[src/sv/ncps_pkg.sv]
// Shared types and constants for the nearest-camera pixel selector.
// Depends on nothing; used by nearest_camera_pixel_select.
`default_nettype none

package ncps_pkg;

   // Four camera views: front, back, left, right.
   localparam int NUM_CAMS = 4;
   localparam int PIX_W    = 24;
   localparam int CAM_W    = 2;
   localparam int CSR_IDX_W = 3;

   typedef logic [PIX_W-1:0]     pixel_type;
   typedef logic [CAM_W-1:0]     cam_type;
   typedef logic [CSR_IDX_W-1:0] csr_idx_type;

   // Camera codes, also the order of precedence on equal distance.
   localparam cam_type CAM_FRONT = 2'd0;
   localparam cam_type CAM_BACK  = 2'd1;
   localparam cam_type CAM_LEFT  = 2'd2;
   localparam cam_type CAM_RIGHT = 2'd3;

   // Configuration register indexes.
   localparam csr_idx_type REG_FRONT_X = 3'd0;
   localparam csr_idx_type REG_FRONT_Y = 3'd1;
   localparam csr_idx_type REG_BACK_X  = 3'd2;
   localparam csr_idx_type REG_BACK_Y  = 3'd3;
   localparam csr_idx_type REG_LEFT_X  = 3'd4;
   localparam csr_idx_type REG_LEFT_Y  = 3'd5;
   localparam csr_idx_type REG_RIGHT_X = 3'd6;
   localparam csr_idx_type REG_RIGHT_Y = 3'd7;

   // Camera positions after reset.
   localparam int RST_FRONT_X = 625;
   localparam int RST_FRONT_Y = 500;
   localparam int RST_BACK_X  = 625;
   localparam int RST_BACK_Y  = 1300;
   localparam int RST_LEFT_X  = 500;
   localparam int RST_LEFT_Y  = 800;
   localparam int RST_RIGHT_X = 750;
   localparam int RST_RIGHT_Y = 800;

endpackage

`default_nettype wire

[src/sv/nearest_camera_pixel_select.sv]
// Nearest-camera pixel selector: top level and whole datapath.
// Depends on ncps_pkg for camera codes, register indexes and pixel types.
`default_nettype none

// One beat is accepted on every clock at which start is high; busy is always low, so
// the block takes one pixel position per clock with no gaps. Each beat comes out
// on rsp_strobe in the order it went in. The pipeline depth is set by the integer
// square root, which retires one root bit per pipeline stage for each of the four
// cameras, plus one stage for the differences, one for the squares, one for
// the pairwise compare and one for the output register. The receiver cannot stall
// the block; results must be taken as they come. Camera positions are written
// through the csr_ port and should change only while no beat is in flight.
module nearest_camera_pixel_select #(
   parameter int COORD_BITS = 11
) (
   input  wire                          clock,
   input  wire                          reset,
   // Configuration writes.
   input  wire                          csr_we,
   input  wire ncps_pkg::csr_idx_type   csr_index,
   input  wire [COORD_BITS-1:0]         csr_wdata,
   // Request beat.
   input  wire                          start,
   output logic                         busy,
   input  wire [COORD_BITS-1:0]         req_col,
   input  wire [COORD_BITS-1:0]         req_row,
   input  wire ncps_pkg::pixel_type     req_pix_front,
   input  wire ncps_pkg::pixel_type     req_pix_back,
   input  wire ncps_pkg::pixel_type     req_pix_left,
   input  wire ncps_pkg::pixel_type     req_pix_right,
   // Response beat.
   output logic                         rsp_strobe,
   output ncps_pkg::pixel_type          rsp_out_pixel,
   output ncps_pkg::cam_type            rsp_source_camera
);

   localparam int NC    = ncps_pkg::NUM_CAMS;
   localparam int R_W   = COORD_BITS + 1;   // root width
   localparam int V_W   = 2 * R_W;          // radicand width, padded to whole digits
   localparam int REM_W = R_W + 2;          // remainder width
   localparam int P_END = R_W + 1;          // last square-root stage
   localparam int LAT   = R_W + 4;          // registers from accept to response

   // Configuration registers.
   logic [COORD_BITS-1:0] cam_x_ff [NC];
   logic [COORD_BITS-1:0] cam_y_ff [NC];

   // Stage 0: absolute differences; stage 1: squared distance.
   logic [COORD_BITS-1:0] dx_in [NC];
   logic [COORD_BITS-1:0] dy_in [NC];
   logic [COORD_BITS-1:0] dx_ff [NC];
   logic [COORD_BITS-1:0] dy_ff [NC];
   logic [V_W-1:0]        sum_in [NC];

   // Square-root pipeline, stages 1 to P_END.
   logic                  vld_ff  [0:P_END];
   ncps_pkg::pixel_type   pix_ff  [0:P_END][NC];
   logic [V_W-1:0]        val_ff  [1:P_END][NC];
   logic [REM_W-1:0]      rem_ff  [1:P_END][NC];
   logic [R_W-1:0]        root_ff [1:P_END][NC];
   logic [REM_W-1:0]      rem_in  [2:P_END][NC];
   logic [R_W-1:0]        root_in [2:P_END][NC];

   // Pairwise compare stage.
   logic                  c1_vld_ff;
   logic [R_W-1:0]        c1_dist_a_ff;
   logic [R_W-1:0]        c1_dist_b_ff;
   ncps_pkg::cam_type     c1_cam_a_ff;
   ncps_pkg::cam_type     c1_cam_b_ff;
   ncps_pkg::pixel_type   c1_pix_a_ff;
   ncps_pkg::pixel_type   c1_pix_b_ff;
   logic                  b_wins_a_in;
   logic                  b_wins_b_in;

   // Output registers.
   logic                  rsp_strobe_ff;
   ncps_pkg::pixel_type   rsp_pixel_ff;
   ncps_pkg::cam_type     rsp_cam_ff;

   // The pipeline never stalls.
   assign busy = 1'b0;

   // Configuration writes; index bit 0 picks y over x, the upper bits the camera.
   always_ff @(posedge clock) begin
      if (reset) begin
         cam_x_ff[0] <= COORD_BITS'(ncps_pkg::RST_FRONT_X);
         cam_y_ff[0] <= COORD_BITS'(ncps_pkg::RST_FRONT_Y);
         cam_x_ff[1] <= COORD_BITS'(ncps_pkg::RST_BACK_X);
         cam_y_ff[1] <= COORD_BITS'(ncps_pkg::RST_BACK_Y);
         cam_x_ff[2] <= COORD_BITS'(ncps_pkg::RST_LEFT_X);
         cam_y_ff[2] <= COORD_BITS'(ncps_pkg::RST_LEFT_Y);
         cam_x_ff[3] <= COORD_BITS'(ncps_pkg::RST_RIGHT_X);
         cam_y_ff[3] <= COORD_BITS'(ncps_pkg::RST_RIGHT_Y);
      end else if (csr_we) begin
         unique case (csr_index)
            ncps_pkg::REG_FRONT_X: cam_x_ff[0] <= csr_wdata;
            ncps_pkg::REG_FRONT_Y: cam_y_ff[0] <= csr_wdata;
            ncps_pkg::REG_BACK_X:  cam_x_ff[1] <= csr_wdata;
            ncps_pkg::REG_BACK_Y:  cam_y_ff[1] <= csr_wdata;
            ncps_pkg::REG_LEFT_X:  cam_x_ff[2] <= csr_wdata;
            ncps_pkg::REG_LEFT_Y:  cam_y_ff[2] <= csr_wdata;
            ncps_pkg::REG_RIGHT_X: cam_x_ff[3] <= csr_wdata;
            ncps_pkg::REG_RIGHT_Y: cam_y_ff[3] <= csr_wdata;
            default: ;
         endcase
      end
   end

   // Absolute coordinate differences against each camera.
   always_comb begin
      for (int c = 0; c < NC; c++) begin
         dx_in[c] = (req_col >= cam_x_ff[c]) ? req_col - cam_x_ff[c] : cam_x_ff[c] - req_col;
         dy_in[c] = (req_row >= cam_y_ff[c]) ? req_row - cam_y_ff[c] : cam_y_ff[c] - req_row;
      end
   end

   // Squared Euclidean distance, one multiplier pair per camera.
   always_comb begin
      for (int c = 0; c < NC; c++) begin
         sum_in[c] = V_W'(dx_ff[c] * dx_ff[c]) + V_W'(dy_ff[c] * dy_ff[c]);
      end
   end

   // One root digit per stage: bring down two radicand bits, try q*4+1.
   always_comb begin
      logic [REM_W-1:0] rem_sh;
      logic [REM_W-1:0] trial;
      for (int p = 2; p <= P_END; p++) begin
         for (int c = 0; c < NC; c++) begin
            rem_sh = {rem_ff[p-1][c][REM_W-3:0], val_ff[p-1][c][2*(P_END-p)+1 -: 2]};
            trial  = {root_ff[p-1][c], 2'b01};
            if (rem_sh >= trial) begin
               rem_in[p][c]  = rem_sh - trial;
               root_in[p][c] = {root_ff[p-1][c][R_W-2:0], 1'b1};
            end else begin
               rem_in[p][c]  = rem_sh;
               root_in[p][c] = {root_ff[p-1][c][R_W-2:0], 1'b0};
            end
         end
      end
   end

   // Valid bits through the pipeline.
   always_ff @(posedge clock) begin
      if (reset) begin
         for (int p = 0; p <= P_END; p++) begin
            vld_ff[p] <= 1'b0;
         end
         c1_vld_ff     <= 1'b0;
         rsp_strobe_ff <= 1'b0;
      end else begin
         vld_ff[0] <= start;
         for (int p = 1; p <= P_END; p++) begin
            vld_ff[p] <= vld_ff[p-1];
         end
         c1_vld_ff     <= vld_ff[P_END];
         rsp_strobe_ff <= c1_vld_ff;
      end
   end

   // Datapath registers: differences, squares, root digits and pixels.
   always_ff @(posedge clock) begin
      pix_ff[0][0] <= req_pix_front;
      pix_ff[0][1] <= req_pix_back;
      pix_ff[0][2] <= req_pix_left;
      pix_ff[0][3] <= req_pix_right;
      for (int c = 0; c < NC; c++) begin
         dx_ff[c]      <= dx_in[c];
         dy_ff[c]      <= dy_in[c];
         val_ff[1][c]  <= sum_in[c];
         rem_ff[1][c]  <= '0;
         root_ff[1][c] <= '0;
         for (int p = 1; p <= P_END; p++) begin
            pix_ff[p][c] <= pix_ff[p-1][c];
         end
         for (int p = 2; p <= P_END; p++) begin
            val_ff[p][c]  <= val_ff[p-1][c];
            rem_ff[p][c]  <= rem_in[p][c];
            root_ff[p][c] <= root_in[p][c];
         end
      end
   end

   // Pairwise compare; the earlier camera keeps the pair on equal distance.
   assign b_wins_a_in = root_ff[P_END][1] < root_ff[P_END][0];
   assign b_wins_b_in = root_ff[P_END][3] < root_ff[P_END][2];

   always_ff @(posedge clock) begin
      c1_dist_a_ff <= b_wins_a_in ? root_ff[P_END][1] : root_ff[P_END][0];
      c1_cam_a_ff  <= b_wins_a_in ? ncps_pkg::CAM_BACK : ncps_pkg::CAM_FRONT;
      c1_pix_a_ff  <= b_wins_a_in ? pix_ff[P_END][1] : pix_ff[P_END][0];
      c1_dist_b_ff <= b_wins_b_in ? root_ff[P_END][3] : root_ff[P_END][2];
      c1_cam_b_ff  <= b_wins_b_in ? ncps_pkg::CAM_RIGHT : ncps_pkg::CAM_LEFT;
      c1_pix_b_ff  <= b_wins_b_in ? pix_ff[P_END][3] : pix_ff[P_END][2];
   end

   // Final pick between the front/back and left/right winners.
   always_ff @(posedge clock) begin
      if (c1_dist_b_ff < c1_dist_a_ff) begin
         rsp_pixel_ff <= c1_pix_b_ff;
         rsp_cam_ff   <= c1_cam_b_ff;
      end else begin
         rsp_pixel_ff <= c1_pix_a_ff;
         rsp_cam_ff   <= c1_cam_a_ff;
      end
   end

   assign rsp_strobe        = rsp_strobe_ff;
   assign rsp_out_pixel     = rsp_pixel_ff;
   assign rsp_source_camera = rsp_cam_ff;

`ifndef SYNTHESIS
   // A response beat always traces back to an earlier request beat.
   a_strobe_has_request: assert property (@(posedge clock) disable iff (reset)
      rsp_strobe |-> $past(start, LAT))
      else $error("response beat without a matching request beat");

   // Each finished root is the floor square root of its radicand.
   for (genvar gc = 0; gc < NC; gc++) begin : g_root_chk
      a_root_exact: assert property (@(posedge clock) disable iff (reset)
         vld_ff[P_END] |->
            ((V_W+2)'(root_ff[P_END][gc]) * (V_W+2)'(root_ff[P_END][gc])
               <= (V_W+2)'(val_ff[P_END][gc])) &&
            (((V_W+2)'(root_ff[P_END][gc]) + 1'b1) * ((V_W+2)'(root_ff[P_END][gc]) + 1'b1)
               > (V_W+2)'(val_ff[P_END][gc])))
         else $error("square root stage gave a wrong root");
   end

   // Each pair winner holds the smaller distance of its pair.
   a_pair_min: assert property (@(posedge clock) disable iff (reset)
      c1_vld_ff |->
         c1_dist_a_ff <= $past(root_ff[P_END][0]) && c1_dist_a_ff <= $past(root_ff[P_END][1]) &&
         c1_dist_b_ff <= $past(root_ff[P_END][2]) && c1_dist_b_ff <= $past(root_ff[P_END][3]))
      else $error("pairwise compare kept the larger distance");
`endif

endmodule

`default_nettype wire
[config.mk]
export PLATFORM = sky130hd
export DESIGN_NAME = nearest_camera_pixel_select
export DESIGN_NICKNAME = d
export VERILOG_FILES = /design/src/sv/ncps_pkg.sv /design/src/sv/nearest_camera_pixel_select.sv
export SDC_FILE = /design/constraint.sdc
export NUM_CORES = 2
export LEC_CHECK = 0
export ABC_AREA = 1
export ABC_CLOCK_PERIOD_IN_PS = 17340
export BUFFER_PORTS_ARGS = -buffer_cell sky130_fd_sc_hd__buf_4
export CELL_PAD_IN_SITES_DETAIL_PLACEMENT = 1
export CELL_PAD_IN_SITES_GLOBAL_PLACEMENT = 2
export CORE_MARGIN = 3
export CORE_UTILIZATION = 43
export DETAILED_ROUTE_END_ITERATION = 8
export PLACE_DENSITY_LB_ADDON = 0.1
export SETUP_SLACK_MARGIN = 0.4
export SLEW_MARGIN = 30
export SYNTH_ARGS = -nofsm -noshare
export SYNTH_HDL_FRONTEND = slang
export SYNTH_MEMORY_MAX_BITS = 65536
export SYNTH_SLANG_ARGS = --single-unit
[constraint.sdc]
create_clock -name clock -period 17.34 [get_ports clock]
set_input_delay 3.468 -clock clock [delete_from_list [all_inputs] [get_ports clock]]
set_output_delay 3.468 -clock clock [all_outputs]
set_load 0.01 [all_outputs]
# --- Yosys cells after proc, flatten, opt, wreduce, memory -nomap -nowiden ---
# Memory sizes are Yosys's and may differ from the RTL's. A register that Yosys moved wholly into a read port is not among the register bits.
# Cells that the tools add are included.
totals:
  regBits: 103
  latch_bits: 0
  mem_bits_rw: 4134
  mem_bits_ro: 0
  mem_count: 9
op_classes:
  addsub: 68
  multipliers: 8
  n_div: 0
  n_lt_le_gt_ge: 59
  eq_ne: 7
  shift: 0
  mux: 169
  bitwise: 22
  reduce_logical: 1
memory_table:
  columns: ["memory", "depth", "word_bits", "rd", "rd_clocked_by_memory_dff", "write_ports", "line_no", "source"]
  rows:
  - ["pix_ff", 14, 96, 14, 0, 14, "nearest_camera_pixel_select.sv:57", "ncps_pkg::pixel_type pix_ff [0:P_END][NC];"]
  - ["val_ff", 13, 96, 12, 0, 13, "nearest_camera_pixel_select.sv:58", "logic [V_W-1:0] val_ff [1:P_END][NC];"]
  - ["rem_ff", 13, 56, 12, 0, 13, "nearest_camera_pixel_select.sv:59", "logic [REM_W-1:0] rem_ff [1:P_END][NC];"]
  - ["root_ff", 13, 48, 13, 0, 13, "nearest_camera_pixel_select.sv:60", "logic [R_W-1:0] root_ff [1:P_END][NC];"]
  - ["cam_x_ff", 4, 11, 4, 0, 4, "nearest_camera_pixel_select.sv:45", "logic [COORD_BITS-1:0] cam_x_ff [NC];"]
  - ["cam_y_ff", 4, 11, 4, 0, 4, "nearest_camera_pixel_select.sv:46", "logic [COORD_BITS-1:0] cam_y_ff [NC];"]
  - ["3 more memories", null, null, null, null, null, null, null]
ops:
  columns: ["operator", "count"]
  rows:
  - ["14-bit greater-or-equal comparator", 48]
  - ["14-bit 2-to-1 mux", 48]
  - ["14-bit subtractor", 48]
  - ["11-bit by 11-bit multiplier with 22-bit output", 8]
  - ["11-bit 2-to-1 mux", 16]
  - ["11-bit subtractor", 16]
  - ["1-bit 2-to-1 mux", 99]
  - ["22-bit by 22-bit adder with 23-bit output", 4]
  - ["11-bit greater-or-equal comparator", 8]
  - ["24-bit 2-to-1 mux", 3]
  - ["12-bit < comparator", 3]
  - ["12-bit 2-to-1 mux", 2]
  - ["1-bit bitwise OR", 22]
  - ["3-bit equality test (second input constant)", 4]
  - ["3-bit by 2-bit equality test with 1-bit output (second input constant)", 2]
  - ["3-bit by 1-bit equality test with 1-bit output (second input constant)", 1]
  - ["3-bit zero test", 1]
  - ["2-bit 2-to-1 mux", 1]

# --- Logic depth before layout (Yosys ltp) ---
depth:
  ltp_word: 6
  ltp_mapped: 28
  ltp_nobuf: 27

# --- Worst setup path before layout ---
# Ideal clock, no wire load.
synth_path:
  path_kind: "register -> register"
  start: "memory dx_ff[3][3]"
  end: "register, netlist name val_ff[0][116]"
  setup_ps: 112
  t_arrival_ps: 5356
  required_time_ps: 17228
  slack_ps: 11872
  stages_incl_launch_ff: 22
  path_buffers: 1
  path_cell_list: "dfxtp_1 -> clkbuf_1 -> nand2_1 -> fa_1 -> inv_1 -> fa_1 -> inv_1 -> fa_1 -> inv_1 -> fa_1 -> fa_1 -> fa_1 -> fa_1 -> ha_1 -> nand2_1 -> inv_1 -> a21oi_1 -> nand3_1 -> nand2_1 -> nand2_1 -> nand2_1 -> nand2_1"
synth_rtl:
  columns: ["item", "line_no", "source"]
  rows:
  - ["from (decl)", "nearest_camera_pixel_select.sv:51", "logic [COORD_BITS-1:0] dx_ff [NC];"]

==> qor.csv <==
metric,value,unit
"Buf+Inv Stages, Crit Path",3,
later-pin clock latency in the skew report,0.92,ns
die height,555,um
layout cells sized above 1,5.65,%
"most common cell after layout, fill and taps aside",nand2_1,
#FFs+latches synth,3040,
row count,200,
WHS,0.278,ns
Crit path top cell by count,fa_1,
Max Transition Viols Final,0,
syn_area_per_cell,8.92,um2
die area,0.308,mm2
WL final,309,mm
DR WL/cell,16.3,um
ys flop type,dfxtp_1,
Final Setup Violations,0,
H-tree depth,5,
"EDFF count, synth",88,
die width,555,um
Total GRT Usage,20.2,%
CTS tree,built,
skew final,0.0875,ns
HPWL Detailed,242,mm
Post-CTS Setup Inserts,0,
"Hold Vio Cnt, Final",0,
FMAX,161,MHz
Hold Crit Class,flip-flop to flip-flop,
Slew headroom,31.4,%
CTS buffer count,309,
most frequent cells in the layout,"nand2_1 (3849), dfxtp_1 (2952), inv_1 (2826), ha_1 (962), nor2_1 (698)",
CTS Buffer Depth,4,
Critical Path Start Type,flip-flop,
crit-path max FO,13,
hold buffer count at cts,0,
Starting Density,43.4,%
final worst-path cycle share,35.8,%
RePlAce Congestion,0.857,
clk sinks,3040,
# DRC,0,
status,"complete, no violations",
total of max-cap violations,0,
Mapped Area,0.130,mm2
Synth Warn #,0,
Final #Nets,16600,
Total Neg Setup Slack,0,ns
first-pass GRT wire length,508,mm
post_cts resized,0,
RSZ-0062 raised after global routing,no,
critical path class,flip-flop to flip-flop,
worst-margin pin slew,1.03,ns
Core ar.,0.298,mm2
Synth cell types,56,
Critical Path AT,6.94,ns
initial antenna violation count,14,
gr ovfl total,0,
# IOs,164,
sequential share of the synthesized area,47.7,%
vias in the first global route,97500,
"Reg clk slew, reported paths",0.07,ns
Starting DRT DRC Count,3316,
CP Capture Type,flip-flop,
vias post-DR,88200,
largest net degree at the start of global routing,38,
CTS Root Buffer Type,clkbuf_16,
Area Overhead vs Synth,12.3,%
Vias/cell,4.65,
router iterations before antenna repair,5,
Worst path max stage delay,0.92,ns
DRT antenna net count,0,
share of flip-flops with an asynchronous set or reset,0,%
Crit path required time,18.08,ns
Port-buffer cells,162,
crit-path leading delay family,adder cells,
worst path cell trace,"nand2_1, xor2_1, ha_1, o21bai_1, fa_1, inv_1, fa_1, inv_1, fa_1, fa_1, fa_1, fa_1, ha_1, nand2_1, nor2_1, inv_1, nor2_1, nand3_1, nand4_1, nand2_1",
critical path's slowest cell,dfxtp_1,
Tmin final,6.20,ns
Syn Inst Count,14500,
==> through the flow <==
step	setup WS [ns]	instance area (um2)	util, %	instances
final	11.14	145000	48.8	19000
after detailed placement	11.13	135000	45.1	18400
after floorplan	11.87	130000	-	14500
after global routing	10.78	145000	48.8	19000
after CTS	11.07	145000	48.8	19000
after global placement	11.19	135000	45.1	18400
==> synth_stat cells (all sizes together) (3+ instances only) <==
master	n	area share, %
nor3	82	0.33
o21a	10	0.058
inv	2838	8.2
a31o	4	0.027
edfxtp	88	2.0
nand3	726	3.0
and2b	4	0.027
nand4	184	0.89
nor2	720	2.1
o21ai	263	1.1
and2	19	0.094
a21boi	3	0.017
buf	87	0.49
dfxtp	2952	46
nand2	3875	11
nor4	10	0.048
mux2i	4	0.031
xnor2	90	0.61
or2	37	0.18
o211ai	3	0.017
ha	962	9.3
xor2	233	1.6
clkbuf	127	0.39
nand2b	7	0.034
and3	3	0.014
o221ai	3	0.020
nand3b	51	0.30
o21bai	41	0.24
a21oi	424	1.7
fa	664	10
==> cell families after synthesis <==
group                      share of synthesized area [%]
and+or+nand+nor                                     18.3
xor gates and xnor gates                            2.18
muxes                                             0.0309
DFF                                                 47.7
AOI/OAI and AO/OA                                   3.18
other                                            0.00289
buffers and inverters                               9.10
adders and majority gates                           19.5
==> state kept, by name (all words and copies together), names as in the netlist, 44 cells and up <==
| signal | count |
|---|---|
| pix_ff | 1344 |
| val_ff | 630 |
| rem_ff | 472 |
| root_ff | 302 |
| cam_x_ff | 44 |
| cam_y_ff | 44 |
| dx_ff | 44 |
| dy_ff | 44 |
==> layout make-up <==
cell class	instances	area [um2]
multi-input combinational	8432	56100
sequential	3040	61700
inverter	2838	10700
timing repair buffer	172	1290
fill	34400	153000
tap	3939	4930
clock inverter	139	2070
clock buffer	416	8700
antenna	3	7.51
==> worst register-to-register path: cells and delay by family (launching register included) <==
family	cells	cell delay, ns
compound gates	1	0.16
xor+xnor	1	0.23
fa+ha+maj	8	3.46
buf+inv	3	0.17
flops	1	0.92
simple gates	7	1.15
==> path summary, 6_finish.rpt <==
path	startpoint	slack (ns)	end	depth (start not counted)
worst min register to register	pix_ff[0][265]	0.28	pix_ff[0][361]	0
worst max register to register	dy_ff[1][2]	11.14	val_ff[0][166]	20
worst max-delay path	dy_ff[1][2]	11.14	val_ff[0][166]	20
worst min-delay path	pix_ff[0][265]	0.28	pix_ff[0][361]	0
==> metal layers <==
layer | track usage (%) | vias up | share of wire, %
li1 | - | 44500 | -
met1 | 26.5 | 42300 | 47
met2 | 35.1 | 919 | 48
met3 | 2.30 | 517 | 2.7
met4 | 5.71 | 6 | 2.8
met5 | 0 | - | 0.013
Power is not shown: default switching activity piles up to over one toggle a cycle in this logic, so the estimate is an artifact.
